[config.mk]
export PLATFORM = sky130hd
export DESIGN_NAME = video_line_group_decoder
export DESIGN_NICKNAME = d
export VERILOG_FILES = /design/src/hdl/vlgd_pkg.sv /design/src/hdl/vlgd_decode.sv /design/src/hdl/vlgd_expand.sv /design/src/hdl/video_line_group_decoder.sv
export SDC_FILE = /design/constraint.sdc
export NUM_CORES = 1
export LEC_CHECK = 0
export ABC_AREA = 1
export BUFFER_PORTS_ARGS = -buffer_cell sky130_fd_sc_hd__buf_2
export CORE_UTILIZATION = 55
export DETAILED_ROUTE_END_ITERATION = 10
export GPL_ROUTABILITY_DRIVEN = 0
export PLACE_DENSITY_LB_ADDON = 0.2
export SYNTH_ARGS = -nofsm -noshare
export SYNTH_HDL_FRONTEND = slang
export SYNTH_HIERARCHICAL = 1
export SYNTH_SLANG_ARGS = --single-unit
[constraint.sdc]
create_clock -name clock -period 3.7 [get_ports clock]
set_clock_uncertainty 0.15 [all_clocks]
set_input_delay 0.37 -clock clock [delete_from_list [all_inputs] [get_ports clock]]
set_output_delay 0.37 -clock clock [all_outputs]
set_load 0.01 [all_outputs]
[src/hdl/vlgd_pkg.sv]
// shared types and constants for the video line group decoder
package vlgd_pkg;

   localparam int GroupsPerLineDefault = 48;
   localparam int GroupIndexWidth      = 6;
   localparam int PixelCountWidth      = 5;

   // one expansion job: a run (mask all zero) or a two-colour mask pattern
   typedef struct packed {
      logic [7:0] colour_zero;
      logic [7:0] colour_one;
      logic [7:0] mask;
      logic       pair;        // one pixel per mask bit instead of two
      logic [3:0] last_index;  // pixel count of the job minus one
      logic       group_end;
      logic       line_end;
   } job_type;

   typedef struct packed {
      logic    valid;
      job_type job;
   } job_load_type;

endpackage

[src/hdl/vlgd_decode.sv]
// group state tracking and byte decode into pixel expansion jobs
module vlgd_decode #(
   parameter int GROUPS_PER_LINE = vlgd_pkg::GroupsPerLineDefault
) (
   input  logic                   clock,
   input  logic                   reset,
   input  logic                   accept,
   input  logic [7:0]             code_byte,
   output vlgd_pkg::job_load_type load
);

   localparam int GW = vlgd_pkg::GroupIndexWidth;
   localparam int PW = vlgd_pkg::PixelCountWidth;
   localparam logic [GW-1:0] LastGroup = GW'(GROUPS_PER_LINE - 1);

   localparam logic [7:0] ModeByteFill     = 8'h01;
   localparam logic [7:0] ModeByteHalf     = 8'h02;
   localparam logic [7:0] ModeByteMaskWide = 8'h03;
   localparam logic [7:0] ModeByteQuarter  = 8'h04;
   localparam logic [7:0] ModeByteMaskPair = 8'h06;
   localparam logic [7:0] ModeByteEighth   = 8'h08;
   localparam logic [7:0] ModeByteRaw      = 8'h10;

   localparam logic [1:0] PhaseColourZero = 2'd0;
   localparam logic [1:0] PhaseColourOne  = 2'd1;
   localparam logic [1:0] PhaseMask       = 2'd2;

   typedef enum logic [7:0] {
      MODE_IDLE      = 8'b0000_0001,
      MODE_FILL      = 8'b0000_0010,
      MODE_HALF      = 8'b0000_0100,
      MODE_QUARTER   = 8'b0000_1000,
      MODE_EIGHTH    = 8'b0001_0000,
      MODE_RAW       = 8'b0010_0000,
      MODE_MASK_WIDE = 8'b0100_0000,
      MODE_MASK_PAIR = 8'b1000_0000
   } group_mode_type;

   group_mode_type mode_ff, mode_in;
   logic [GW-1:0]  group_index_ff, group_index_in;
   logic [1:0]     phase_ff, phase_in;
   logic [PW-1:0]  pixels_ff, pixels_in;
   logic [7:0]     colour_zero_ff, colour_zero_in;
   logic [7:0]     colour_one_ff, colour_one_in;

   logic [PW-1:0]     pixel_base;
   logic [PW-1:0]     run_len;
   logic [PW-1:0]     pixel_sum;
   logic              group_done;
   vlgd_pkg::job_type job;
   logic              job_valid;

   always_comb begin
      mode_in        = mode_ff;
      group_index_in = group_index_ff;
      phase_in       = phase_ff;
      pixels_in      = pixels_ff;
      colour_zero_in = colour_zero_ff;
      colour_one_in  = colour_one_ff;
      pixel_base     = pixels_ff;
      run_len        = '0;
      job            = '0;
      job_valid      = 1'b0;

      case (mode_ff)
         MODE_IDLE: begin
            pixel_base = '0;
            pixels_in  = '0;
            phase_in   = PhaseColourZero;
            case (code_byte)
               ModeByteFill:     mode_in = MODE_FILL;
               ModeByteHalf:     mode_in = MODE_HALF;
               ModeByteQuarter:  mode_in = MODE_QUARTER;
               ModeByteEighth:   mode_in = MODE_EIGHTH;
               ModeByteRaw:      mode_in = MODE_RAW;
               ModeByteMaskWide: mode_in = MODE_MASK_WIDE;
               ModeByteMaskPair: mode_in = MODE_MASK_PAIR;
               default: begin
                  // unknown mode: a whole group of zero pixels at once
                  job_valid = 1'b1;
                  run_len   = PW'(16);
               end
            endcase
         end
         MODE_FILL: begin
            job_valid        = 1'b1;
            run_len          = PW'(16);
            job.colour_zero  = code_byte;
         end
         MODE_HALF: begin
            job_valid        = 1'b1;
            run_len          = PW'(8);
            job.colour_zero  = code_byte;
         end
         MODE_QUARTER: begin
            job_valid        = 1'b1;
            run_len          = PW'(4);
            job.colour_zero  = code_byte;
         end
         MODE_EIGHTH: begin
            job_valid        = 1'b1;
            run_len          = PW'(2);
            job.colour_zero  = code_byte;
         end
         MODE_RAW: begin
            job_valid        = 1'b1;
            run_len          = PW'(1);
            job.colour_zero  = code_byte;
         end
         MODE_MASK_WIDE, MODE_MASK_PAIR: begin
            case (phase_ff)
               PhaseColourZero: begin
                  colour_zero_in = code_byte;
                  phase_in       = PhaseColourOne;
               end
               PhaseColourOne: begin
                  colour_one_in = code_byte;
                  phase_in      = PhaseMask;
               end
               default: begin
                  phase_in        = PhaseColourZero;
                  job_valid       = 1'b1;
                  job.colour_zero = colour_zero_ff;
                  job.colour_one  = colour_one_ff;
                  job.mask        = code_byte;
                  job.pair        = (mode_ff == MODE_MASK_PAIR);
                  run_len         = (mode_ff == MODE_MASK_PAIR) ? PW'(8) : PW'(16);
               end
            endcase
         end
         default: mode_in = MODE_IDLE;
      endcase

      pixel_sum      = pixel_base + run_len;
      job.last_index = 4'(run_len - PW'(1));
      group_done     = job_valid && pixel_sum[PW-1];
      job.group_end  = group_done;
      job.line_end   = group_done && (group_index_ff == LastGroup);

      if (job_valid) begin
         pixels_in = pixel_sum;
      end
      if (group_done) begin
         mode_in   = MODE_IDLE;
         phase_in  = PhaseColourZero;
         pixels_in = '0;
         if (group_index_ff == LastGroup) begin
            group_index_in = '0;
            colour_zero_in = '0;
            colour_one_in  = '0;
         end else begin
            group_index_in = group_index_ff + GW'(1);
         end
      end
   end

   always_ff @(posedge clock) begin
      if (reset) begin
         mode_ff        <= MODE_IDLE;
         group_index_ff <= '0;
         phase_ff       <= PhaseColourZero;
         pixels_ff      <= '0;
         colour_zero_ff <= '0;
         colour_one_ff  <= '0;
      end else if (accept) begin
         mode_ff        <= mode_in;
         group_index_ff <= group_index_in;
         phase_ff       <= phase_in;
         pixels_ff      <= pixels_in;
         colour_zero_ff <= colour_zero_in;
         colour_one_ff  <= colour_one_in;
      end
   end

   assign load.valid = job_valid;
   assign load.job   = job;

   a_group_index_range: assert property (@(posedge clock) disable iff (reset)
      group_index_ff <= LastGroup)
      else $error("group index beyond last group");

   a_pixels_below_group: assert property (@(posedge clock) disable iff (reset)
      pixels_ff < PW'(16))
      else $error("pixel count reached a full group without ending it");

   a_line_end_on_group_end: assert property (@(posedge clock) disable iff (reset)
      load.valid && load.job.line_end |-> load.job.group_end)
      else $error("line end without group end");

endmodule

[src/hdl/vlgd_expand.sv]
// job register that drains one pixel per cycle into the result register while the result register is empty or taken
module vlgd_expand (
   input  logic                   clock,
   input  logic                   reset,
   input  vlgd_pkg::job_load_type load,
   input  logic                   req_valid,
   output logic                   req_stall,
   output logic                   accept,
   output logic                   rsp_valid,
   input  logic                   rsp_stall,
   output logic [7:0]             rsp_pixel,
   output logic                   rsp_group_end,
   output logic                   rsp_line_end
);

   vlgd_pkg::job_type job_ff;
   logic              job_valid_ff, job_valid_in;
   logic [3:0]        count_ff, count_in;

   logic              out_valid_ff, out_valid_in;
   logic [7:0]        out_pixel_ff, out_pixel_in;
   logic              out_group_end_ff, out_group_end_in;
   logic              out_line_end_ff, out_line_end_in;

   logic       out_ready;
   logic       emit;
   logic       job_last;
   logic       job_done;
   logic [2:0] bit_index;
   logic       bit_select;

   assign out_ready = !out_valid_ff || !rsp_stall;
   assign emit      = job_valid_ff && out_ready;
   assign job_last  = (count_ff == job_ff.last_index);
   assign job_done  = emit && job_last;
   assign req_stall = job_valid_ff && !job_done;
   assign accept    = req_valid && !req_stall;

   // mask bits from the msb down, two pixels per bit unless pair mode
   assign bit_index  = job_ff.pair ? count_ff[2:0] : count_ff[3:1];
   assign bit_select = job_ff.mask[3'd7 - bit_index];

   always_comb begin
      job_valid_in = job_valid_ff;
      count_in     = count_ff;
      if (accept) begin
         job_valid_in = load.valid;
         count_in     = '0;
      end else if (job_done) begin
         job_valid_in = 1'b0;
      end else if (emit) begin
         count_in = count_ff + 4'd1;
      end

      out_valid_in     = out_valid_ff;
      out_pixel_in     = out_pixel_ff;
      out_group_end_in = out_group_end_ff;
      out_line_end_in  = out_line_end_ff;
      if (out_ready) begin
         out_valid_in     = emit;
         out_pixel_in     = bit_select ? job_ff.colour_one : job_ff.colour_zero;
         out_group_end_in = job_last && job_ff.group_end;
         out_line_end_in  = job_last && job_ff.line_end;
      end
   end

   always_ff @(posedge clock) begin
      if (reset) begin
         job_valid_ff <= 1'b0;
         count_ff     <= '0;
         out_valid_ff <= 1'b0;
      end else begin
         job_valid_ff <= job_valid_in;
         count_ff     <= count_in;
         out_valid_ff <= out_valid_in;
      end
   end

   always_ff @(posedge clock) begin
      if (accept) begin
         job_ff <= load.job;
      end
      out_pixel_ff     <= out_pixel_in;
      out_group_end_ff <= out_group_end_in;
      out_line_end_ff  <= out_line_end_in;
   end

   assign rsp_valid     = out_valid_ff;
   assign rsp_pixel     = out_pixel_ff;
   assign rsp_group_end = out_group_end_ff;
   assign rsp_line_end  = out_line_end_ff;

   a_count_in_job: assert property (@(posedge clock) disable iff (reset)
      job_valid_ff |-> count_ff <= job_ff.last_index)
      else $error("pixel count ran past the end of the job");

   a_load_starts_job: assert property (@(posedge clock) disable iff (reset)
      accept && load.valid |=> job_valid_ff && count_ff == 4'd0)
      else $error("accepted job not loaded");

   a_stall_only_busy: assert property (@(posedge clock) disable iff (reset)
      req_stall |-> job_valid_ff)
      else $error("input stalled with no job pending");

endmodule

[src/hdl/video_line_group_decoder.sv]
// top level of the video line group decoder
//
// req channel: one encoded line byte per word (mode byte or payload byte),
// taken at an edge with req_valid high and req_stall low. rsp channel: one
// decoded pixel per word with group_end on the sixteenth pixel of a group
// and line_end on the last pixel of the line, taken with rsp_valid high and
// rsp_stall low.
// a byte taken on req is loaded into the job register, and its pixels
// then pass through the rsp register on their way out.
// while the rsp register is empty or taken, the job register drains one
// pixel per cycle into it and raw pixel bytes stream at one per cycle; a
// byte that expands to k pixels (1 to 16) holds req until its last pixel
// moves, and mode and colour bytes that give no pixel do not hold req.
// a new byte is taken in the same cycle that the last pixel of the current
// job moves to the rsp register, which needs that register empty or taken.
// when rsp_valid and rsp_stall are high the rsp word holds and the job register stops;
// req_stall is high while a job is pending and its last pixel is not moving.
// reset clears group index, mode, counters and both valid flags; the next
// byte is read as the mode byte of group zero.
module video_line_group_decoder #(
   parameter int GROUPS_PER_LINE = vlgd_pkg::GroupsPerLineDefault
) (
   input  logic       clock,
   input  logic       reset,
   input  logic       req_valid,
   output logic       req_stall,
   input  logic [7:0] req_code_byte,
   output logic       rsp_valid,
   input  logic       rsp_stall,
   output logic [7:0] rsp_pixel,
   output logic       rsp_group_end,
   output logic       rsp_line_end
);

   // decode result for the byte on req, valid when it expands to pixels
   vlgd_pkg::job_load_type load;
   logic                   accept;

   // group state and byte decode, updated only on a taken req word
   vlgd_decode #(
      .GROUPS_PER_LINE (GROUPS_PER_LINE)
   ) u_decode (
      .clock     (clock),
      .reset     (reset),
      .accept    (accept),
      .code_byte (req_code_byte),
      .load      (load)
   );

   // pixel expansion and the rsp register
   vlgd_expand u_expand (
      .clock         (clock),
      .reset         (reset),
      .load          (load),
      .req_valid     (req_valid),
      .req_stall     (req_stall),
      .accept        (accept),
      .rsp_valid     (rsp_valid),
      .rsp_stall     (rsp_stall),
      .rsp_pixel     (rsp_pixel),
      .rsp_group_end (rsp_group_end),
      .rsp_line_end  (rsp_line_end)
   );

endmodule

==> qor.tcl <==
set qor(ir_worst_vdd_mv) 0.383
set qor(fmax_mhz) 315
set qor(dpl_cell_area_um2) 4990
set qor(drc_errors) 0
set qor(yosys.area.top_type) {sky130_fd_sc_hd__edfxtp_1}
set qor(cts_setup_buffers) 0
set qor(timing.critical_path.fanout_max) 17
set qor(fp-row-count) 33
set qor(cp-end-kind) {register}
set qor(route.detailed.vias_per_inst) 5.41
set qor(timing.setup.tns_ps) 0
set qor(cts_made_buffers) 9
set qor(p_clk_frac) 0.175
set qor(floorplan.initialDensity) 0.577
set qor(tritoncts) {yes}
set qor(synth_sequential_area_ratio) 0.435
set qor(drive_above_1_share) 0.208
set qor(static-leakage-power_nw) 2.48
set qor(syn-mean-instance-area_um2) 8.03
set qor(finalPower_mw) 3.66
set qor(core_area_um2) 8340
set qor(worst-slew-pin-transition_ps) 713
set qor(max-clock-path-buffers) 2
set qor(global_route_wire_length_before_repair_um) 17400
set qor(drt_iter0_markers) 229
set qor(power.share.switching) 0.444
set qor(run_status) {finished, final reports clean}
set qor(worst_skew_pair.late_latency_ps) 360
set qor(grt_remaining_overflow) 0
set qor(internal-power_mw) 2.03
set qor(worst_hold_slack_ps) 201
set qor(finalSetupViolations) 0
set qor(place.detailed.instances) 713
set qor(dominantRegCellSynth) {sky130_fd_sc_hd__dfxtp_1}
set qor(via_count_of_the_first_global_routing_pass) 3727
set qor(number_of_slew_limit_violations_in_the_final_report) 0
set qor(hold_viol_final) 0
set qor(io_pins) 24
set qor(drt_wl_total_um) 10200
set qor(post-route-worst-setup-slack_ps) 527
set qor(final.fill_count) 755
set qor(die-width_um) 95.5
set qor(synthTopCellsByArea) {sky130_fd_sc_hd__edfxtp_1, sky130_fd_sc_hd__dfxtp_1, sky130_fd_sc_hd__nand2_1, sky130_fd_sc_hd__inv_1, sky130_fd_sc_hd__nand3_1}
set qor(powerDensity_nw_per_um2) 706
set qor(syn-instance-count) 599
set qor(synth_enable_flop_cells) 41
set qor(worst-endpoint-arrival_ps) 3260
set qor(cts_root_buf) {sky130_fd_sc_hd__clkbuf_8}
set qor(drv.max_cap_violation_count) 0
set qor(die_y_um) 95.5
set qor(drt_pass1_iterations) 5
set qor(route.detailed.wl_per_inst_um) 14.0
set qor(crit_type) {register to register}
set qor(setup_repair_after_global_routing_missed_its_margin) {false}
set qor(design.die.area_um2) 9120
set qor(ys_seq_elements) 84
set qor(seqPwrFrac) 0.372
set qor(timing.final.crit_period_ps) 3170
set qor(fin_nets) 639
set qor(detailroute.via_count) 3944
set qor(postSynthNetCount) 619
set qor(place_hpwl_um) 7360
set qor(netlist.area_leader.share) 0.256
set qor(synth-async-reset-ratio) 0
set qor(clock_sink_count) 84
set qor(port_buffers) 23
set qor(yosysWarnings) 6
set qor(areaGrowthSynthToFinish_pct) 7.78
set qor(layout.cell_area.non_filler_um2) 5180
set qor(antenna_violations_before_repair) 0
set qor(grt_max_degree) 49
set qor(power.share.combinational) 0.453
set qor(cts_hold_buf) 0
set qor(post_synth_instance_area_um2) 4810
set qor(min_period_over_period) 0.858
set qor(final-instance-count-excl-fill) 729
set qor(timing.critical_path.required_ps) 3790
set qor(combined_global_route_utilization_of_all_metal_layers) 0.251
set qor(postCtsResizedCells) 0
set qor(multi_input_combinational_cell_area_um2) 2290
set qor(power.switching_mw) 1.63
set qor(yosys.cell_types.count) 41
set qor(critical_path.startpoint_type) {register}
set qor(layout.area.seq_um2) 2090
set qor(antenna-diode-count) 0
set qor(pre_cts_slack_ps) 591
set qor(htree_num_levels) 3
set qor(fin_util) 0.621
set qor(antenna_violating_nets_post_route) 0
set qor(cts.clk_slew.worst_paths_ps) 100
set qor(relSlewSlack) 0.524
set qor(tightest_hold_check_type) {input port to register}
-- cells in the mapped netlist (2+ instances only) --
master                     number
sky130_fd_sc_hd__a21oi_2        9
sky130_fd_sc_hd__nand2_4        6
sky130_fd_sc_hd__nand3b_1       5
sky130_fd_sc_hd__o21ai_0       40
sky130_fd_sc_hd__o21ai_1        2
sky130_fd_sc_hd__nand2_2       33
sky130_fd_sc_hd__nand3_4        2
sky130_fd_sc_hd__dfxtp_1       43
sky130_fd_sc_hd__a21oi_1       20
sky130_fd_sc_hd__nor3_1         3
sky130_fd_sc_hd__clkbuf_1      11
sky130_fd_sc_hd__edfxtp_1      41
sky130_fd_sc_hd__inv_2         11
sky130_fd_sc_hd__nand4_1        8
sky130_fd_sc_hd__inv_1         78
sky130_fd_sc_hd__o21ai_2        2
sky130_fd_sc_hd__nand3_1       57
sky130_fd_sc_hd__mux2i_1        7
sky130_fd_sc_hd__ha_1           7
sky130_fd_sc_hd__nand2_1      109
sky130_fd_sc_hd__nand3_2        8
sky130_fd_sc_hd__nor2_1        58
sky130_fd_sc_hd__xor2_1         6
sky130_fd_sc_hd__a31oi_1        3
sky130_fd_sc_hd__nor2_4         6
sky130_fd_sc_hd__nor2_2         6
sky130_fd_sc_hd__xnor2_1        2
sky130_fd_sc_hd__buf_4          3
-- critical path, cell delays in order (launching register included) --
cell and delay, ps:
sky130_fd_sc_hd__dfxtp_1 340, sky130_fd_sc_hd__nor2_2 190, sky130_fd_sc_hd__nand2_2 110, sky130_fd_sc_hd__nor2_4 290
sky130_fd_sc_hd__nor2_1 80, sky130_fd_sc_hd__ha_1 210, sky130_fd_sc_hd__fa_1 410, sky130_fd_sc_hd__nand3_1 90
sky130_fd_sc_hd__nand2_1 70, sky130_fd_sc_hd__inv_1 60, sky130_fd_sc_hd__nand2_2 50, sky130_fd_sc_hd__nand2_2 60
sky130_fd_sc_hd__inv_1 50, sky130_fd_sc_hd__nand2_2 120, sky130_fd_sc_hd__nand4_4 250, sky130_fd_sc_hd__nand2_1 310
sky130_fd_sc_hd__nand2_1 80, sky130_fd_sc_hd__nand2_1 70, sky130_fd_sc_hd__nor2_1 50
-- routing by layer --
metal  part of all wire  routed length [um]  track usage
met3              0.063                 641       0.0478
met5                  0                   0            0
met2               0.47                4760        0.411
met1               0.46                4660        0.331
met4              0.015                 156       0.0846
-- power groups by stage --
stage	combinational, mW	clock (mW)	sequential [mW]
3_3_place_gp	1.59	0	1.37
5_1_grt	1.87	0.700	1.39
6_report	1.66	0.642	1.36
2_1_floorplan	1.32	0	1.38
3_5_place_dp	1.64	0	1.38
4_1_cts	1.65	0.656	1.36
-- layout make-up --
class	instances	share of cell area
well taps	105	0.0254
multi-input cells	409	0.441
inverters	90	0.0657
flip-flops and latches	84	0.404
repair buffers	25	0.0275
clock inverters	7	0.0126
clock buffers	9	0.0239
-- sequential cells by signal, summed over array words and instances, names as in the netlist --
name                     cells
u_expand/job_ff             31
u_decode/colour_one_ff       8
u_decode/colour_zero_ff      8
u_decode/mode_ff             8
u_expand/rsp_pixel           8
u_decode/group_index_ff      6
u_decode/pixels_ff           5
u_expand/count_ff            4
u_decode/phase_ff            2
u_expand/job_valid_ff        1
u_expand/rsp_group_end       1
u_expand/rsp_line_end        1
u_expand/rsp_valid           1
-- path summary, 6_finish.rpt --
path,startpoint,end,slack (ps),cells past startpoint
max reg2reg,u_decode/mode_ff[4]$_SDFFE_PP0P_,u_decode/mode_ff[7]$_SDFFE_PP0P_,530,18
max,u_decode/mode_ff[4]$_SDFFE_PP0P_,u_decode/mode_ff[7]$_SDFFE_PP0P_,530,18
min reg2reg,u_decode/mode_ff[1]$_SDFFE_PP0P_,u_decode/mode_ff[1]$_SDFFE_PP0P_,350,2
min,req_valid,u_expand/job_valid_ff$_SDFFE_PP0P_,200,3
-- logic make-up after synthesis --
family          Yosys count  share of synthesized area
flops                    84                      0.435
fa+ha+maj                 8                     0.0224
buf+inv                 106                     0.0893
compound gates           78                     0.0932
mux                       7                     0.0146
xor+xnor                  8                     0.0146
simple gates            308                      0.331
-- placed cells by master (no fill, tap or decap), types with 12 or more instances in the layout --
cell type                  count
sky130_fd_sc_hd__dfxtp_1      43
sky130_fd_sc_hd__inv_2        12
sky130_fd_sc_hd__inv_1        77
sky130_fd_sc_hd__nand2_1     109
sky130_fd_sc_hd__edfxtp_1     41
sky130_fd_sc_hd__buf_2        23
sky130_fd_sc_hd__nand2_2      33
sky130_fd_sc_hd__o21ai_0      40
sky130_fd_sc_hd__a21oi_1      20
sky130_fd_sc_hd__nor2_1       58
sky130_fd_sc_hd__nand3_1      57
Note: power is estimated with default switching activity, not from simulation.
